### src/adsr_pkg.sv
// Shared constants, types and helper functions of the envelope generator.
package adsr_pkg;

   // Fixed-point format of levels and increments
   localparam int FRACTION_BITS = 24;
   localparam int COUNTER_BITS  = 32;
   localparam int LEVEL_BITS    = FRACTION_BITS + 2;
   localparam int INC_BITS      = FRACTION_BITS + 1;
   localparam int PERCENT_BITS  = 7;
   localparam int SECONDS_BITS  = 24;
   localparam int ELAPSED_BITS  = 32;
   localparam int MODE_BITS     = 3;
   localparam int PHASE_BITS    = 3;

   // Working width of the level arithmetic, wide enough for level minus the largest step
   localparam int WIDE_BITS = FRACTION_BITS + 8;

   // Shared multiplier: unsigned A by signed B, result after the shift
   localparam int MUL_A_BITS = FRACTION_BITS + 8;
   localparam int MUL_B_BITS = FRACTION_BITS + 8;
   localparam int PROD_BITS  = MUL_A_BITS + 1 + MUL_B_BITS;
   localparam int MRES_BITS  = FRACTION_BITS + 6;
   localparam int SP_BITS    = FRACTION_BITS + 1;

   // Sustain point floor((p+1) * ONE / 100) as (p+1) * SP_RECIP >> SP_PRE
   localparam int          SP_PRE      = 14;
   localparam logic [63:0] SP_RECIP    =
      ((64'd1 << (FRACTION_BITS + SP_PRE)) + 64'd99) / 64'd100;
   localparam logic [6:0]  PERCENT_MAX = 7'd100;

   // Sustain leak floor(seconds * ONE / (10 * 2^16)): the factor 2^17 is a shift,
   // the factor 5 a reciprocal multiplication.
   localparam int          LEAK_PRE    = 17;
   localparam int          LEAK_Z_BITS = FRACTION_BITS + 7;
   localparam int          LEAK_M      = FRACTION_BITS + 10;
   localparam logic [63:0] LEAK_RECIP  = ((64'd1 << LEAK_M) + 64'd4) / 64'd5;

   localparam logic signed [WIDE_BITS-1:0] ONE_WIDE = WIDE_BITS'(1) << FRACTION_BITS;
   localparam logic signed [WIDE_BITS-1:0] LEVEL_MAX_WIDE =
      {{(WIDE_BITS - LEVEL_BITS + 1){1'b0}}, {(LEVEL_BITS - 1){1'b1}}};
   localparam logic signed [WIDE_BITS-1:0] LEVEL_MIN_WIDE =
      {{(WIDE_BITS - LEVEL_BITS + 1){1'b1}}, {(LEVEL_BITS - 1){1'b0}}};

   // Configuration port
   localparam int REG_COUNT   = 7;
   localparam int INDEX_BITS  = $clog2(REG_COUNT);
   localparam int ADDR_BITS   = INDEX_BITS + 2;
   localparam int DATA_BITS   = 32;

   localparam logic [INC_BITS-1:0] FLOOR_RESET =
      INC_BITS'(((64'd1 << FRACTION_BITS) * 64'd5 + 64'd50) / 64'd100);
   localparam logic [SECONDS_BITS-1:0] SECONDS_RESET = SECONDS_BITS'(5243);

   typedef enum logic [INDEX_BITS-1:0] {
      REG_ATTACK          = 3'd0,
      REG_DECAY           = 3'd1,
      REG_RELEASE         = 3'd2,
      REG_FORCED          = 3'd3,
      REG_SUSTAIN         = 3'd4,
      REG_FLOOR           = 3'd5,
      REG_RELEASE_SECONDS = 3'd6
   } reg_index_type;

   typedef enum logic [MODE_BITS-1:0] {
      MODE_TICK     = 3'd0,
      MODE_NOTE_ON  = 3'd1,
      MODE_NOTE_OFF = 3'd2,
      MODE_REQUEST  = 3'd3,
      MODE_RESTART  = 3'd4
   } mode_type;

   typedef enum logic [PHASE_BITS-1:0] {
      PH_IDLE    = 3'd0,
      PH_ATTACK  = 3'd1,
      PH_DECAY   = 3'd2,
      PH_SUSTAIN = 3'd3,
      PH_RELEASE = 3'd4,
      PH_FORCED  = 3'd5,
      PH_OFFREL  = 3'd6
   } phase_type;

   typedef enum logic [1:0] {
      MS_FRAC   = 2'd0,
      MS_SPOINT = 2'd1,
      MS_LEAK   = 2'd2
   } mul_shift_type;

   typedef struct packed {
      logic [INC_BITS-1:0]     attack_inc;
      logic [INC_BITS-1:0]     decay_inc;
      logic [INC_BITS-1:0]     release_inc;
      logic [INC_BITS-1:0]     forced_inc;
      logic [PERCENT_BITS-1:0] sustain_percent;
      logic [INC_BITS-1:0]     floor_level;
      logic [SECONDS_BITS-1:0] release_seconds;
   } cfg_type;

   typedef struct packed {
      logic [MUL_A_BITS-1:0] a;
      logic [MUL_B_BITS-1:0] b;
      mul_shift_type         shift;
   } mul_req_type;

   // Clamp a working value to the signed level range.
   function automatic logic signed [LEVEL_BITS-1:0] sat_level(
      input logic signed [WIDE_BITS-1:0] v);
      logic signed [LEVEL_BITS-1:0] r;
      if (v > LEVEL_MAX_WIDE) begin
         r = LEVEL_MAX_WIDE[LEVEL_BITS-1:0];
      end else if (v < LEVEL_MIN_WIDE) begin
         r = LEVEL_MIN_WIDE[LEVEL_BITS-1:0];
      end else begin
         r = v[LEVEL_BITS-1:0];
      end
      return r;
   endfunction

endpackage

### src/adsr_mul.sv
// Shared multiplier of the envelope generator: registered product and selectable scaling shift.
module adsr_mul (
   input  logic                                 clock,
   input  adsr_pkg::mul_req_type                req,
   output logic signed [adsr_pkg::MRES_BITS-1:0] result
);

   logic signed [adsr_pkg::PROD_BITS-1:0] a_ext;
   logic signed [adsr_pkg::PROD_BITS-1:0] b_ext;
   logic signed [adsr_pkg::PROD_BITS-1:0] prod_in;
   logic signed [adsr_pkg::PROD_BITS-1:0] prod_ff;
   logic signed [adsr_pkg::PROD_BITS-1:0] shifted;
   adsr_pkg::mul_shift_type               shift_in;
   adsr_pkg::mul_shift_type               shift_ff;

   always_comb begin
      a_ext    = adsr_pkg::PROD_BITS'($signed({1'b0, req.a}));
      b_ext    = adsr_pkg::PROD_BITS'($signed(req.b));
      prod_in  = a_ext * b_ext;
      shift_in = req.shift;
   end

   always_ff @(posedge clock) begin
      prod_ff  <= prod_in;
      shift_ff <= shift_in;
   end

   // Arithmetic shift gives the floor towards minus infinity.
   always_comb begin
      case (shift_ff)
         adsr_pkg::MS_FRAC:   shifted = prod_ff >>> adsr_pkg::FRACTION_BITS;
         adsr_pkg::MS_SPOINT: shifted = prod_ff >>> adsr_pkg::SP_PRE;
         adsr_pkg::MS_LEAK:   shifted = prod_ff >>> adsr_pkg::LEAK_M;
         default:             shifted = prod_ff >>> adsr_pkg::FRACTION_BITS;
      endcase
      result = shifted[adsr_pkg::MRES_BITS-1:0];
   end

endmodule

### config.mk
export PLATFORM = sky130hd
export DESIGN_NAME = adsr_mul
export DESIGN_NICKNAME = d
export VERILOG_FILES = /design/src/adsr_pkg.sv /design/src/adsr_mul.sv
export SDC_FILE = /design/constraint.sdc
export NUM_CORES = 2
export LEC_CHECK = 0
export ABC_AREA = 1
export BUFFER_PORTS_ARGS = -buffer_cell sky130_fd_sc_hd__buf_2
export CELL_PAD_IN_SITES_DETAIL_PLACEMENT = 0
export CELL_PAD_IN_SITES_GLOBAL_PLACEMENT = 1
export CORE_MARGIN = 2
export CORE_UTILIZATION = 45
export CTS_BUF_LIST = sky130_fd_sc_hd__clkbuf_16
export CTS_CLUSTER_DIAMETER = 120
export DETAILED_ROUTE_END_ITERATION = 10
export HOLD_SLACK_MARGIN = 0.1
export PLACE_DENSITY_LB_ADDON = 0.1
export SLEW_MARGIN = 20
export SYNTH_ARGS = -nofsm -noshare
export SYNTH_HDL_FRONTEND = slang
export SYNTH_SLANG_ARGS = --single-unit
### constraint.sdc
create_clock -name clock -period 9.2 [get_ports clock]
set_input_delay 1.84 -clock clock [delete_from_list [all_inputs] [get_ports clock]]
set_output_delay 1.84 -clock clock [all_outputs]
set_load 0.05 [all_outputs]
After elaboration in Yosys (flattened, before gate mapping)
Cells that the tools add are included.
Cells by class
  $mul: 1
  muxes and demuxes: 1
  equality and inequality tests: 2
Operators with widths (count)
  $mul 33x32->64: 1
  $pmux 30 s2: 1
  $eq 2x1->1 const B: 1
  $eq 2x2->1 const B: 1
Storage, ports and cells
  output and inout bits: 30
  bits in registers: 66
  bits of input ports: 67

Logic depth before layout (Yosys ltp)
  depth in word-level cells: 2
  gate-level depth with buffers: 32

Worst setup path before layout
Ideal clock, no wire load.
  kind: input-to-reg
  from: input req[4] (netlist bit)
  to: register prod_ff[48] (netlist bit)
  data arrival time: 7575 ps
  setup slack: 1513 ps
  cell stages on the path: 25
  data required time: 9088 ps
  cell sequence: clkbuf_1 -> nand2_1 -> fa_1 -> inv_1 -> fa_1 -> fa_1 -> inv_1 -> fa_1 -> inv_1 -> fa_1 -> inv_1 -> fa_1 -> fa_1 -> fa_1 -> inv_1 -> ha_1 -> nand2_1 -> nor2_1 -> inv_2 -> nor2_1 -> inv_1 -> nor4_2 -> nand2_1 -> nand3_1 -> nand2_1
On the way
  longest elaborated chain between the ends: 1
RTL lines
  from (decl): RTL line adsr_mul.sv:4  | input adsr_pkg::mul_req_type req,
  $mul 33x32->64: RTL line adsr_mul.sv:19  | prod_in = a_ext * b_ext;
  via prod_in (one bit): RTL line adsr_mul.sv:10  | logic signed [adsr_pkg::PROD_BITS-1:0] prod_in;
  to (signal assigned): RTL line adsr_mul.sv:24  | prod_ff <= prod_in;
  to (decl): RTL line adsr_mul.sv:11  | logic signed [adsr_pkg::PROD_BITS-1:0] prod_ff;
The timed path passes the listed nets, and every way through them passes these cells.

Worst setup path after layout
  from: input req[43] (netlist bit)
  to: register prod_ff[25] (netlist bit)
Same word-level chain as after synthesis.

==> qor.json <==
{
  "dieArea_mm2": 0.0851,
  "cts_tree": "yes",
  "outcome": "complete, no violations",
  "final_core_util_pct": 47.8,
  "grt_max_degree": 41,
  "synth-seq-area-share_pct": 2.80,
  "min-delay-start": "req[1]",
  "routed_vias": 28700,
  "timing.final.max_slew_violations": 0,
  "setup_viol": 0,
  "routed_length_per_placed_instance_um": 18.1,
  "gp_routability_congestion": 0.902,
  "antennaDiodeCount": 0,
  "top_level_ports": 97,
  "dieWidth_um": 292,
  "die_h_um": 292,
  "yosys_warnings": 0,
  "slew_headroom_pct": 27.5,
  "synth_top_cells_by_count": "1657 x inv_1, 1336 x nand2_1, 896 x fa_1",
  "post_detailed_route_drc_marker_count": 0,
  "endpoint_kind": "flip-flop",
  "hpwlAfterDp_um": 95400,
  "worstPathRequired_ps": 9350,
  "clkTransAtPathRegs_ps": 80,
  "post-cts-setup-buffers": 0,
  "first_global_vias": 30800,
  "cts-root-buf": "clkbuf_16",
  "fin_nets": 6199,
  "post_synth_inst_count": 4957,
  "yosys.cell_types.count": 29,
  "period_share_pct": 96.9,
  "post-synth-top-area-fraction_pct": 48.2,
  "timing.final.ws_setup_ps": 282,
  "timing.critical_path.from_type": "primary input",
  "dominant_synthesized_flop_cell": "dfxtp_1",
  "period_minus_ws_final_ps": 8920,
  "worst_setup_path_category": "in -> reg",
  "grt_use_met1_pct": 35.1,
  "cts.sinks": 52,
  "cap_violations": 0,
  "ant_nets": 0,
  "port_buffers": 96,
  "top_usage_layer": "met2",
  "post_drt_via_cell_ratio": 4.77,
  "antenna_found_initial": 1,
  "globalRouteTotalUtil_pct": 26.7,
  "max_freq_ghz": 0.112,
  "start_util_pct": 45.4,
  "yosys.cell_count.top_type": "inv_1",
  "area.growth.synth_to_final_pct": 5.22,
  "htree_levels": 2,
  "floorplan.core_area_mm2": 0.0820,
  "worstHoldPathType": "in -> reg",
  "synth_edf_count": 0,
  "synth_area_per_cell_um2": 7.51,
  "mappedNetlistNets": 6209,
  "layout.filler_cells": 8571,
  "dr.pass1.iters": 5,
  "async_set_or_reset_flop_fraction_in_the_synthesized_netlist_pct": 0,
  "globalRouteMet3Util_pct": 1.64,
  "critical_path.max_fanout": 32,
  "total_area_of_multi_input_combinational_cells_mm2": 0.0292,
  "tritoncts.num_buffers": 5,
  "timing_worst_slew_pin_value_ps": 1090,
  "grt_first_pass_wirelength_um": 176000,
  "globalRouteMet2Util_pct": 47.2,
  "rsz0062_at_grt": "no",
  "cts-root-to-sink-buffers": 2,
  "worstPathArrival_ps": 9070,
  "post-place-ws_ps": 62.5,
  "postCtsHoldBufs": 0,
  "synth_area_leader_cell": "fa_1",
  "summed_instance_area_of_the_synthesized_netlist_mm2": 0.0372,
  "post_cts_resize_count": 0,
  "global_route.overflow_total": 0,
  "ys_seq_elements": 52,
  "totalWireLength_um": 109000,
  "std_cell_rows": 105,
  "dominant_cells_by_area_after_synthesis": "fa_1 48%, inv_1 17%, nand2_1 13%",
  "post_route_cells_drive_above_1_share_pct": 4.55,
  "start_point_of_the_critical_path": "req[43]",
  "final-hold-violation-count": 0,
  "setup-tns-final_ps": 0,
  "final.hold.worst_slack_ps": 1640,
  "area.sequential_mm2": 0.00104,
  "drt_first_iter_violations": 1499
}
[cell families (layout without fill, tap and decap cells)]
group | Yosys count | in the layout | synth area share (%)
DFF | 52 | 52 | 2.80
and+or+nand+nor | 1615 | 1615 | 16.7
AOI/OAI and AO/OA | 212 | 212 | 3.14
xor gates and xnor gates | 29 | 29 | 0.682
buffers and inverters | 1864 | 1855 | 18.8
adders and majority gates | 1185 | 1185 | 57.9
[routing by layer]
metal	vias to the layer above	share of wire (%)
met4	2	3.7
met1	14300	43
met2	632	50
met3	143	3.2
met5	-	0.010
li1	13600	-
[through the flow]
step	instance area, um^2	instances
after floorplan	37200	4957
after global placement	39000	6010
after detailed placement	39000	6010
after CTS	39200	6018
after global routing	39200	6018
final	39200	6018
[placed cells by master (no fill, tap or decap), types with 2 or more instances in the layout]
cell type  count
buf_2         96
a21oi_1      132
buf_12         4
nand3_1       42
xor2_1        23
ha_1         288
o21bai_1      14
nor2_2         4
inv_1       1657
dfxtp_1       52
clkbuf_16      5
inv_2          3
a22oi_1        9
nor3_1        12
a21boi_0       4
nand2_2        3
xnor2_1        6
nor2_1       191
nand2_1     1336
o21ai_0       41
buf_4         87
nor4_1         3
o21bai_2       2
nand4_1        7
fa_1         896
o21a_1         7
or2_2         15
inv_6          2
a21o_1         2
[worst paths after layout]
check                 depth (start not counted)  slack, ps          end
worst min-delay path                          1       1640  shift_ff[1]
worst max-delay path                         21        280  prod_ff[25]
[state kept, by name (all words and copies together) (netlist names)]
signal,flops
shift_ff,2
prod_ff,50
[critical path: stages]
cell and delay [ps]:
buf_2 690, nand2_1 100, inv_1 110, fa_1 440, fa_1 520, inv_1 50
fa_1 470, inv_1 50, fa_1 520, inv_1 60, fa_1 550, inv_1 50
fa_1 460, fa_1 550, fa_1 480, ha_1 370, a21oi_1 330, o21ai_0 210
a21oi_1 300, nand3_1 350, xor2_1 520
[cell type report]
cell class	count	share of cell area [%]
multi-input combinational	3041	74.5
clock inverter	3	0.0735
clock buffer	5	0.319
inverter	1660	15.9
tap	1070	3.42
sequential	52	2.66
timing repair buffer	187	3.10
Power is not shown: default switching activity piles up to over one toggle a cycle in this logic, so the estimate is an artifact.
