File: src/adsr_pkg.sv
// Shared constants, types and helper functions of the envelope generator.
package adsr_pkg;

   // Fixed-point format of levels and increments
   localparam int FRACTION_BITS = 24;
   localparam int COUNTER_BITS  = 32;
   localparam int LEVEL_BITS    = FRACTION_BITS + 2;
   localparam int INC_BITS      = FRACTION_BITS + 1;
   localparam int PERCENT_BITS  = 7;
   localparam int SECONDS_BITS  = 24;
   localparam int ELAPSED_BITS  = 32;
   localparam int MODE_BITS     = 3;
   localparam int PHASE_BITS    = 3;

   // Working width of the level arithmetic, wide enough for level minus the largest step
   localparam int WIDE_BITS = FRACTION_BITS + 8;

   // Shared multiplier: unsigned A by signed B, result after the shift
   localparam int MUL_A_BITS = FRACTION_BITS + 8;
   localparam int MUL_B_BITS = FRACTION_BITS + 8;
   localparam int PROD_BITS  = MUL_A_BITS + 1 + MUL_B_BITS;
   localparam int MRES_BITS  = FRACTION_BITS + 6;
   localparam int SP_BITS    = FRACTION_BITS + 1;

   // Sustain point floor((p+1) * ONE / 100) as (p+1) * SP_RECIP >> SP_PRE
   localparam int          SP_PRE      = 14;
   localparam logic [63:0] SP_RECIP    =
      ((64'd1 << (FRACTION_BITS + SP_PRE)) + 64'd99) / 64'd100;
   localparam logic [6:0]  PERCENT_MAX = 7'd100;

   // Sustain leak floor(seconds * ONE / (10 * 2^16)): the factor 2^17 is a shift,
   // the factor 5 a reciprocal multiplication.
   localparam int          LEAK_PRE    = 17;
   localparam int          LEAK_Z_BITS = FRACTION_BITS + 7;
   localparam int          LEAK_M      = FRACTION_BITS + 10;
   localparam logic [63:0] LEAK_RECIP  = ((64'd1 << LEAK_M) + 64'd4) / 64'd5;

   localparam logic signed [WIDE_BITS-1:0] ONE_WIDE = WIDE_BITS'(1) << FRACTION_BITS;
   localparam logic signed [WIDE_BITS-1:0] LEVEL_MAX_WIDE =
      {{(WIDE_BITS - LEVEL_BITS + 1){1'b0}}, {(LEVEL_BITS - 1){1'b1}}};
   localparam logic signed [WIDE_BITS-1:0] LEVEL_MIN_WIDE =
      {{(WIDE_BITS - LEVEL_BITS + 1){1'b1}}, {(LEVEL_BITS - 1){1'b0}}};

   // Configuration port
   localparam int REG_COUNT   = 7;
   localparam int INDEX_BITS  = $clog2(REG_COUNT);
   localparam int ADDR_BITS   = INDEX_BITS + 2;
   localparam int DATA_BITS   = 32;

   localparam logic [INC_BITS-1:0] FLOOR_RESET =
      INC_BITS'(((64'd1 << FRACTION_BITS) * 64'd5 + 64'd50) / 64'd100);
   localparam logic [SECONDS_BITS-1:0] SECONDS_RESET = SECONDS_BITS'(5243);

   typedef enum logic [INDEX_BITS-1:0] {
      REG_ATTACK          = 3'd0,
      REG_DECAY           = 3'd1,
      REG_RELEASE         = 3'd2,
      REG_FORCED          = 3'd3,
      REG_SUSTAIN         = 3'd4,
      REG_FLOOR           = 3'd5,
      REG_RELEASE_SECONDS = 3'd6
   } reg_index_type;

   typedef enum logic [MODE_BITS-1:0] {
      MODE_TICK     = 3'd0,
      MODE_NOTE_ON  = 3'd1,
      MODE_NOTE_OFF = 3'd2,
      MODE_REQUEST  = 3'd3,
      MODE_RESTART  = 3'd4
   } mode_type;

   typedef enum logic [PHASE_BITS-1:0] {
      PH_IDLE    = 3'd0,
      PH_ATTACK  = 3'd1,
      PH_DECAY   = 3'd2,
      PH_SUSTAIN = 3'd3,
      PH_RELEASE = 3'd4,
      PH_FORCED  = 3'd5,
      PH_OFFREL  = 3'd6
   } phase_type;

   typedef enum logic [1:0] {
      MS_FRAC   = 2'd0,
      MS_SPOINT = 2'd1,
      MS_LEAK   = 2'd2
   } mul_shift_type;

   typedef struct packed {
      logic [INC_BITS-1:0]     attack_inc;
      logic [INC_BITS-1:0]     decay_inc;
      logic [INC_BITS-1:0]     release_inc;
      logic [INC_BITS-1:0]     forced_inc;
      logic [PERCENT_BITS-1:0] sustain_percent;
      logic [INC_BITS-1:0]     floor_level;
      logic [SECONDS_BITS-1:0] release_seconds;
   } cfg_type;

   typedef struct packed {
      logic [MUL_A_BITS-1:0] a;
      logic [MUL_B_BITS-1:0] b;
      mul_shift_type         shift;
   } mul_req_type;

   // Clamp a working value to the signed level range.
   function automatic logic signed [LEVEL_BITS-1:0] sat_level(
      input logic signed [WIDE_BITS-1:0] v);
      logic signed [LEVEL_BITS-1:0] r;
      if (v > LEVEL_MAX_WIDE) begin
         r = LEVEL_MAX_WIDE[LEVEL_BITS-1:0];
      end else if (v < LEVEL_MIN_WIDE) begin
         r = LEVEL_MIN_WIDE[LEVEL_BITS-1:0];
      end else begin
         r = v[LEVEL_BITS-1:0];
      end
      return r;
   endfunction

endpackage

File: src/adsr_csr.sv
// Configuration register file of the envelope generator behind the APB-style port.
module adsr_csr (
   input  logic                            clock,
   input  logic                            reset,
   input  logic                            psel,
   input  logic                            penable,
   input  logic                            pwrite,
   input  logic [adsr_pkg::ADDR_BITS-1:0]  paddr,
   input  logic [adsr_pkg::DATA_BITS-1:0]  pwdata,
   output logic [adsr_pkg::DATA_BITS-1:0]  prdata,
   output logic                            pready,
   output adsr_pkg::cfg_type               cfg
);

   adsr_pkg::cfg_type                     cfg_ff;
   adsr_pkg::cfg_type                     cfg_in;
   logic [adsr_pkg::INDEX_BITS-1:0]       index;
   logic                                  wr_en;

   assign pready = 1'b1;
   assign index  = paddr[adsr_pkg::ADDR_BITS-1:2];
   assign wr_en  = psel && penable && pwrite;
   assign cfg    = cfg_ff;

   always_comb begin
      cfg_in = cfg_ff;
      if (wr_en) begin
         case (index)
            adsr_pkg::REG_ATTACK: begin
               cfg_in.attack_inc = pwdata[adsr_pkg::INC_BITS-1:0];
            end
            adsr_pkg::REG_DECAY: begin
               cfg_in.decay_inc = pwdata[adsr_pkg::INC_BITS-1:0];
            end
            adsr_pkg::REG_RELEASE: begin
               cfg_in.release_inc = pwdata[adsr_pkg::INC_BITS-1:0];
            end
            adsr_pkg::REG_FORCED: begin
               cfg_in.forced_inc = pwdata[adsr_pkg::INC_BITS-1:0];
            end
            adsr_pkg::REG_SUSTAIN: begin
               cfg_in.sustain_percent = pwdata[adsr_pkg::PERCENT_BITS-1:0];
            end
            adsr_pkg::REG_FLOOR: begin
               cfg_in.floor_level = pwdata[adsr_pkg::INC_BITS-1:0];
            end
            adsr_pkg::REG_RELEASE_SECONDS: begin
               cfg_in.release_seconds = pwdata[adsr_pkg::SECONDS_BITS-1:0];
            end
            default: begin
               cfg_in = cfg_ff;
            end
         endcase
      end
   end

   always_comb begin
      case (index)
         adsr_pkg::REG_ATTACK:          prdata = adsr_pkg::DATA_BITS'(cfg_ff.attack_inc);
         adsr_pkg::REG_DECAY:           prdata = adsr_pkg::DATA_BITS'(cfg_ff.decay_inc);
         adsr_pkg::REG_RELEASE:         prdata = adsr_pkg::DATA_BITS'(cfg_ff.release_inc);
         adsr_pkg::REG_FORCED:          prdata = adsr_pkg::DATA_BITS'(cfg_ff.forced_inc);
         adsr_pkg::REG_SUSTAIN:         prdata = adsr_pkg::DATA_BITS'(cfg_ff.sustain_percent);
         adsr_pkg::REG_FLOOR:           prdata = adsr_pkg::DATA_BITS'(cfg_ff.floor_level);
         adsr_pkg::REG_RELEASE_SECONDS: prdata = adsr_pkg::DATA_BITS'(cfg_ff.release_seconds);
         default:                       prdata = '0;
      endcase
   end

   always_ff @(posedge clock) begin
      if (reset) begin
         cfg_ff.attack_inc      <= '0;
         cfg_ff.decay_inc       <= '0;
         cfg_ff.release_inc     <= '0;
         cfg_ff.forced_inc      <= '0;
         cfg_ff.sustain_percent <= '0;
         cfg_ff.floor_level     <= adsr_pkg::FLOOR_RESET;
         cfg_ff.release_seconds <= adsr_pkg::SECONDS_RESET;
      end else begin
         cfg_ff <= cfg_in;
      end
   end

endmodule

File: config.mk
export PLATFORM = sky130hd
export DESIGN_NAME = adsr_csr
export DESIGN_NICKNAME = d
export VERILOG_FILES = /design/src/adsr_pkg.sv /design/src/adsr_csr.sv
export SDC_FILE = /design/constraint.sdc
export NUM_CORES = 1
export LEC_CHECK = 0
export ABC_AREA = 1
export BUFFER_PORTS_ARGS = -buffer_cell sky130_fd_sc_hd__buf_2
export CELL_PAD_IN_SITES_DETAIL_PLACEMENT = 0
export CELL_PAD_IN_SITES_GLOBAL_PLACEMENT = 2
export CORE_MARGIN = 2
export CORE_UTILIZATION = 28
export DETAILED_ROUTE_END_ITERATION = 7
export GPL_ROUTABILITY_DRIVEN = 0
export PLACE_DENSITY = 0.82
export SLEW_MARGIN = 10
export SYNTH_ARGS = -nofsm -noshare
export SYNTH_HDL_FRONTEND = slang
export SYNTH_SLANG_ARGS = --single-unit
File: constraint.sdc
create_clock -name clock -period 2.85 [get_ports clock]
set_input_delay 0.4275 -clock clock [delete_from_list [all_inputs] [get_ports clock]]
set_output_delay 0.4275 -clock clock [all_outputs]
set_load 0.05 [all_outputs]
Yosys cells after proc, flatten, opt, wreduce, memory -nomap -nowiden
Index checks and enable logic that the tools add are counted.

storage, ports and cells
  register bits after elaboration = 156
  bits of input ports = 42

operators by class
  equal/unequal tests = 6
  muxes and demuxes = 1
  reduce and logical (&&, ||, !) cells = 10

operators with widths
  kind                                                  number
  one-hot mux 25 bit (7 select lines)                   1
  AND reduction 2 bit                                   7
  equality test 3 bit (second input constant)           3
  equality test 3 x 2 -> 1 bit (second input constant)  2
  equality test 3 x 1 -> 1 bit (second input constant)  1
  logical NOT 3 bit                                     1
  logical AND 1 bit                                     2

Logic depth before layout (Yosys ltp)
  word-level depth = 3
  depth in mapped cells = 9
  gate-level depth less buffers = 7

Worst setup path before layout
Ideal clock, no wire load.

  kind = input to output
  start = in paddr[4] (netlist name)
  end = out prdata[11] (netlist name)
  data arrival time = 1.712 ns
  data required time = 2.423 ns
  slack = 0.710 ns
  cell stages on the path = 8
  path buffers = 3
  cells stage by stage = buf_2 inv_1 buf_2 clkbuf_1 nand3_1 nand2_1 nor2_1 nand2_1

on the way
  longest elaborated chain between the ends = 2

ends and longest elaborated chain
  element                                            RTL line        text
  start, declared                                    adsr_csr.sv:8   input logic [adsr_pkg::ADDR_BITS-1:0] paddr,
  equality test 3 bit, or another cell as far along  adsr_csr.sv:58  case (index)
  one-hot mux 25 bit (7 select lines) *              adsr_csr.sv:58
  end, declared                                      adsr_csr.sv:10  output logic [adsr_pkg::DATA_BITS-1:0] prdata,

Every way passes the cells marked *; elsewhere a longest branch is shown, timed or not.

Worst setup path after layout
  start = in paddr[2] (netlist name)
  end = out prdata[23] (netlist name)

The elaborated chain is that of the path after synthesis.

==> flow_summary.yaml <==
logic_synthesis:
  synth_area_um2: 7595
  syn_avg_cell_area_um2: 6.210
  yosys_warnings: 0
  syn_inst: 1223
  yosysUniqueCellTypes: 17
  synth-seq-cells: 156
  yosysSeqAreaShare: 0.4112
min_path:
  min-delay-start: "pwdata[12]"
  whs_endpoint: "cfg[12]"
  min_path_cells: 3
  hp-class: "input pin to flip-flop"
floorplanning:
  die_w_um: 168.7
  design.core.area_um2: 26800
  pin_count: 231
  die_area_um2: 28460
  start_util: 0.2834
  die_h_um: 168.7
  num_rows: 60
clock_network:
  cts_sinks: 156
  cts.repair_timing.setup_buffer_count: 0
  insertion_delay_ps: 420
  h-tree-depth: 4
  cts-resized-gates: 0
  clk_path_buf_depth: 2
  cts_hold_buffers: 0
  root_buffer: "clkbuf_16"
  clkSlewWorstSetupHoldPaths_ps: 70
  numCtsBuffers: 17
  cts_tree: "yes"
routing:
  antenna_left: 0
  first_iter_violations: 482
  post-route-drc-count: 0
  wirelength_um: 29700
  vias: 8106
  drtPass1Iterations: 4
  wl_per_cell_um: 16.97
  viasPerCell: 4.632
worst_setup_path:
  r2r_end: "cfg[81]"
  cp_max_fo: 41
  startpoint_type: "input pin"
  rrSetupSlack_ps: 2190
  cp.arrival_ps: 2020
  crit_start: "paddr[2]"
  r2r_start: "cfg[81]"
  cp.required_ps: 2420
  reg2reg_depth: 2
  cp-end-kind: "output port"
  critPathKind: "input pin to output port"
placed_design:
  port_buffers: 213
  hpwl_um: 20980
global_route:
  grt_overflow: 0
  grt_max_degree: 83
  grt_usage: 0.2067
  antenna_found_initial: 0
  grt_pass1_vias: 7538
  grt_pass1_wl_um: 44750
sta:
  finalSetupViolations: 0
  tightest_slew_ps: 635.5
  final_hold_viol_count: 0
  rsz0062_at_grt: "false"
  fin_crit_ps: 2445
  slew_headroom: 0.5763
  tns_ps: 0
  fin_crit_sh: 0.8577
  hold_ws_ps: 220.2
  worst_clock_skew_ps: 0
  max_freq_ghz: 0.4091
  final_max_slew_viol_count: 0
finish:
  final_cell_mix: "nand2_1, nor2_1, buf_2"
  largest_reg_flops: 156
  antenna_cells: 0
  final_common_cell: "nand2_1"
  syn_to_final_growth_pct: 26.74
  nNetsFinal: 1438
  drive_gt1_frac: 0.2079
pwr:
  power.leakage_nw: 4.751
  cellPowerDensity_nw_per_um2: 554.1
  ir_drop_mv: 0.2724
run_status:
  outcome: "finished, final reports clean"
run:
  max_cap_violations: 0
## final cells by class
class,instances,area [µm²]
Fill cell,3016,17180
Multi-Input combinational cell,924,3880
Sequential cell,156,3123
Timing Repair Buffer,243,1366
Tap cell,341,426.7
Clock buffer,17,425.4
Inverter,54,205.2
Clock inverter,15,198.9
## where the power goes
group          total (mW)  switching [mW]  internal (mW)
combinational       0.632           0.494          0.138
clock                2.47            1.05           1.41
sequential           2.23          0.0247           2.21
total                5.33            1.57           3.76
## critical path, stage by stage
cell and delay (ps):
buf_2 220, inv_2 340, nand2_1 150, nor2_4 130, buf_12 230, nand2_1 70, nand2_1 60, inv_1 60
nand2_1 60, buf_2 250
## layer usage
layer	up-vias	track usage	share of wire
met3	20	0.04419	0.054
met2	207	0.3699	0.50
met1	3715	0.2488	0.43
met4	0	0.05960	0.017
met5	-	0	0
li1	4164	-	-
## worst max path at each step
stage,end,slack (ps),cells past startpoint
3_5_place_dp,cfg[44],350,8
4_1_cts,prdata[23],400,10
3_3_place_gp,cfg[40],390,8
6_report,prdata[23],410,10
2_1_floorplan,prdata[11],710,8
5_1_grt,prdata[17],270,10
## kinds of logic after synthesis
logic type,synth area share
buf+inv,0.08517
compound gates,0.01318
flops,0.4112
simple gates,0.4895
other cells,0.0009888
## synthesized netlist by cell type
master,instances,share of area
nand2_1,372,0.18
dfxtp_1,156,0.41
conb_1,2,0.00099
nor2_1,321,0.16
nor2_2,5,0.0041
o21ai_0,19,0.013
nand3_2,3,0.0040
clkbuf_1,34,0.017
inv_1,51,0.025
buf_1,13,0.0064
nand3_1,136,0.090
nor2_4,1,0.0015
nand4_1,58,0.048
buf_4,11,0.011
a21oi_1,1,0.00066
buf_2,37,0.024
inv_2,3,0.0015
## stage by stage
stage,area [µm²],std cells,setup slack (ps),util,power (mW)
4_1_cts,9625,1750,396.2,0.3592,5.395
3_5_place_dp,9001,1718,349.7,0.3359,2.919
5_1_grt,9625,1750,274.9,0.3592,5.525
2_1_floorplan,7617,1229,710.1,-,2.715
3_3_place_gp,9001,1718,386.9,0.3359,2.915
6_report,9625,1750,405.5,0.3592,5.334
Power figures use the tool's default switching activity.
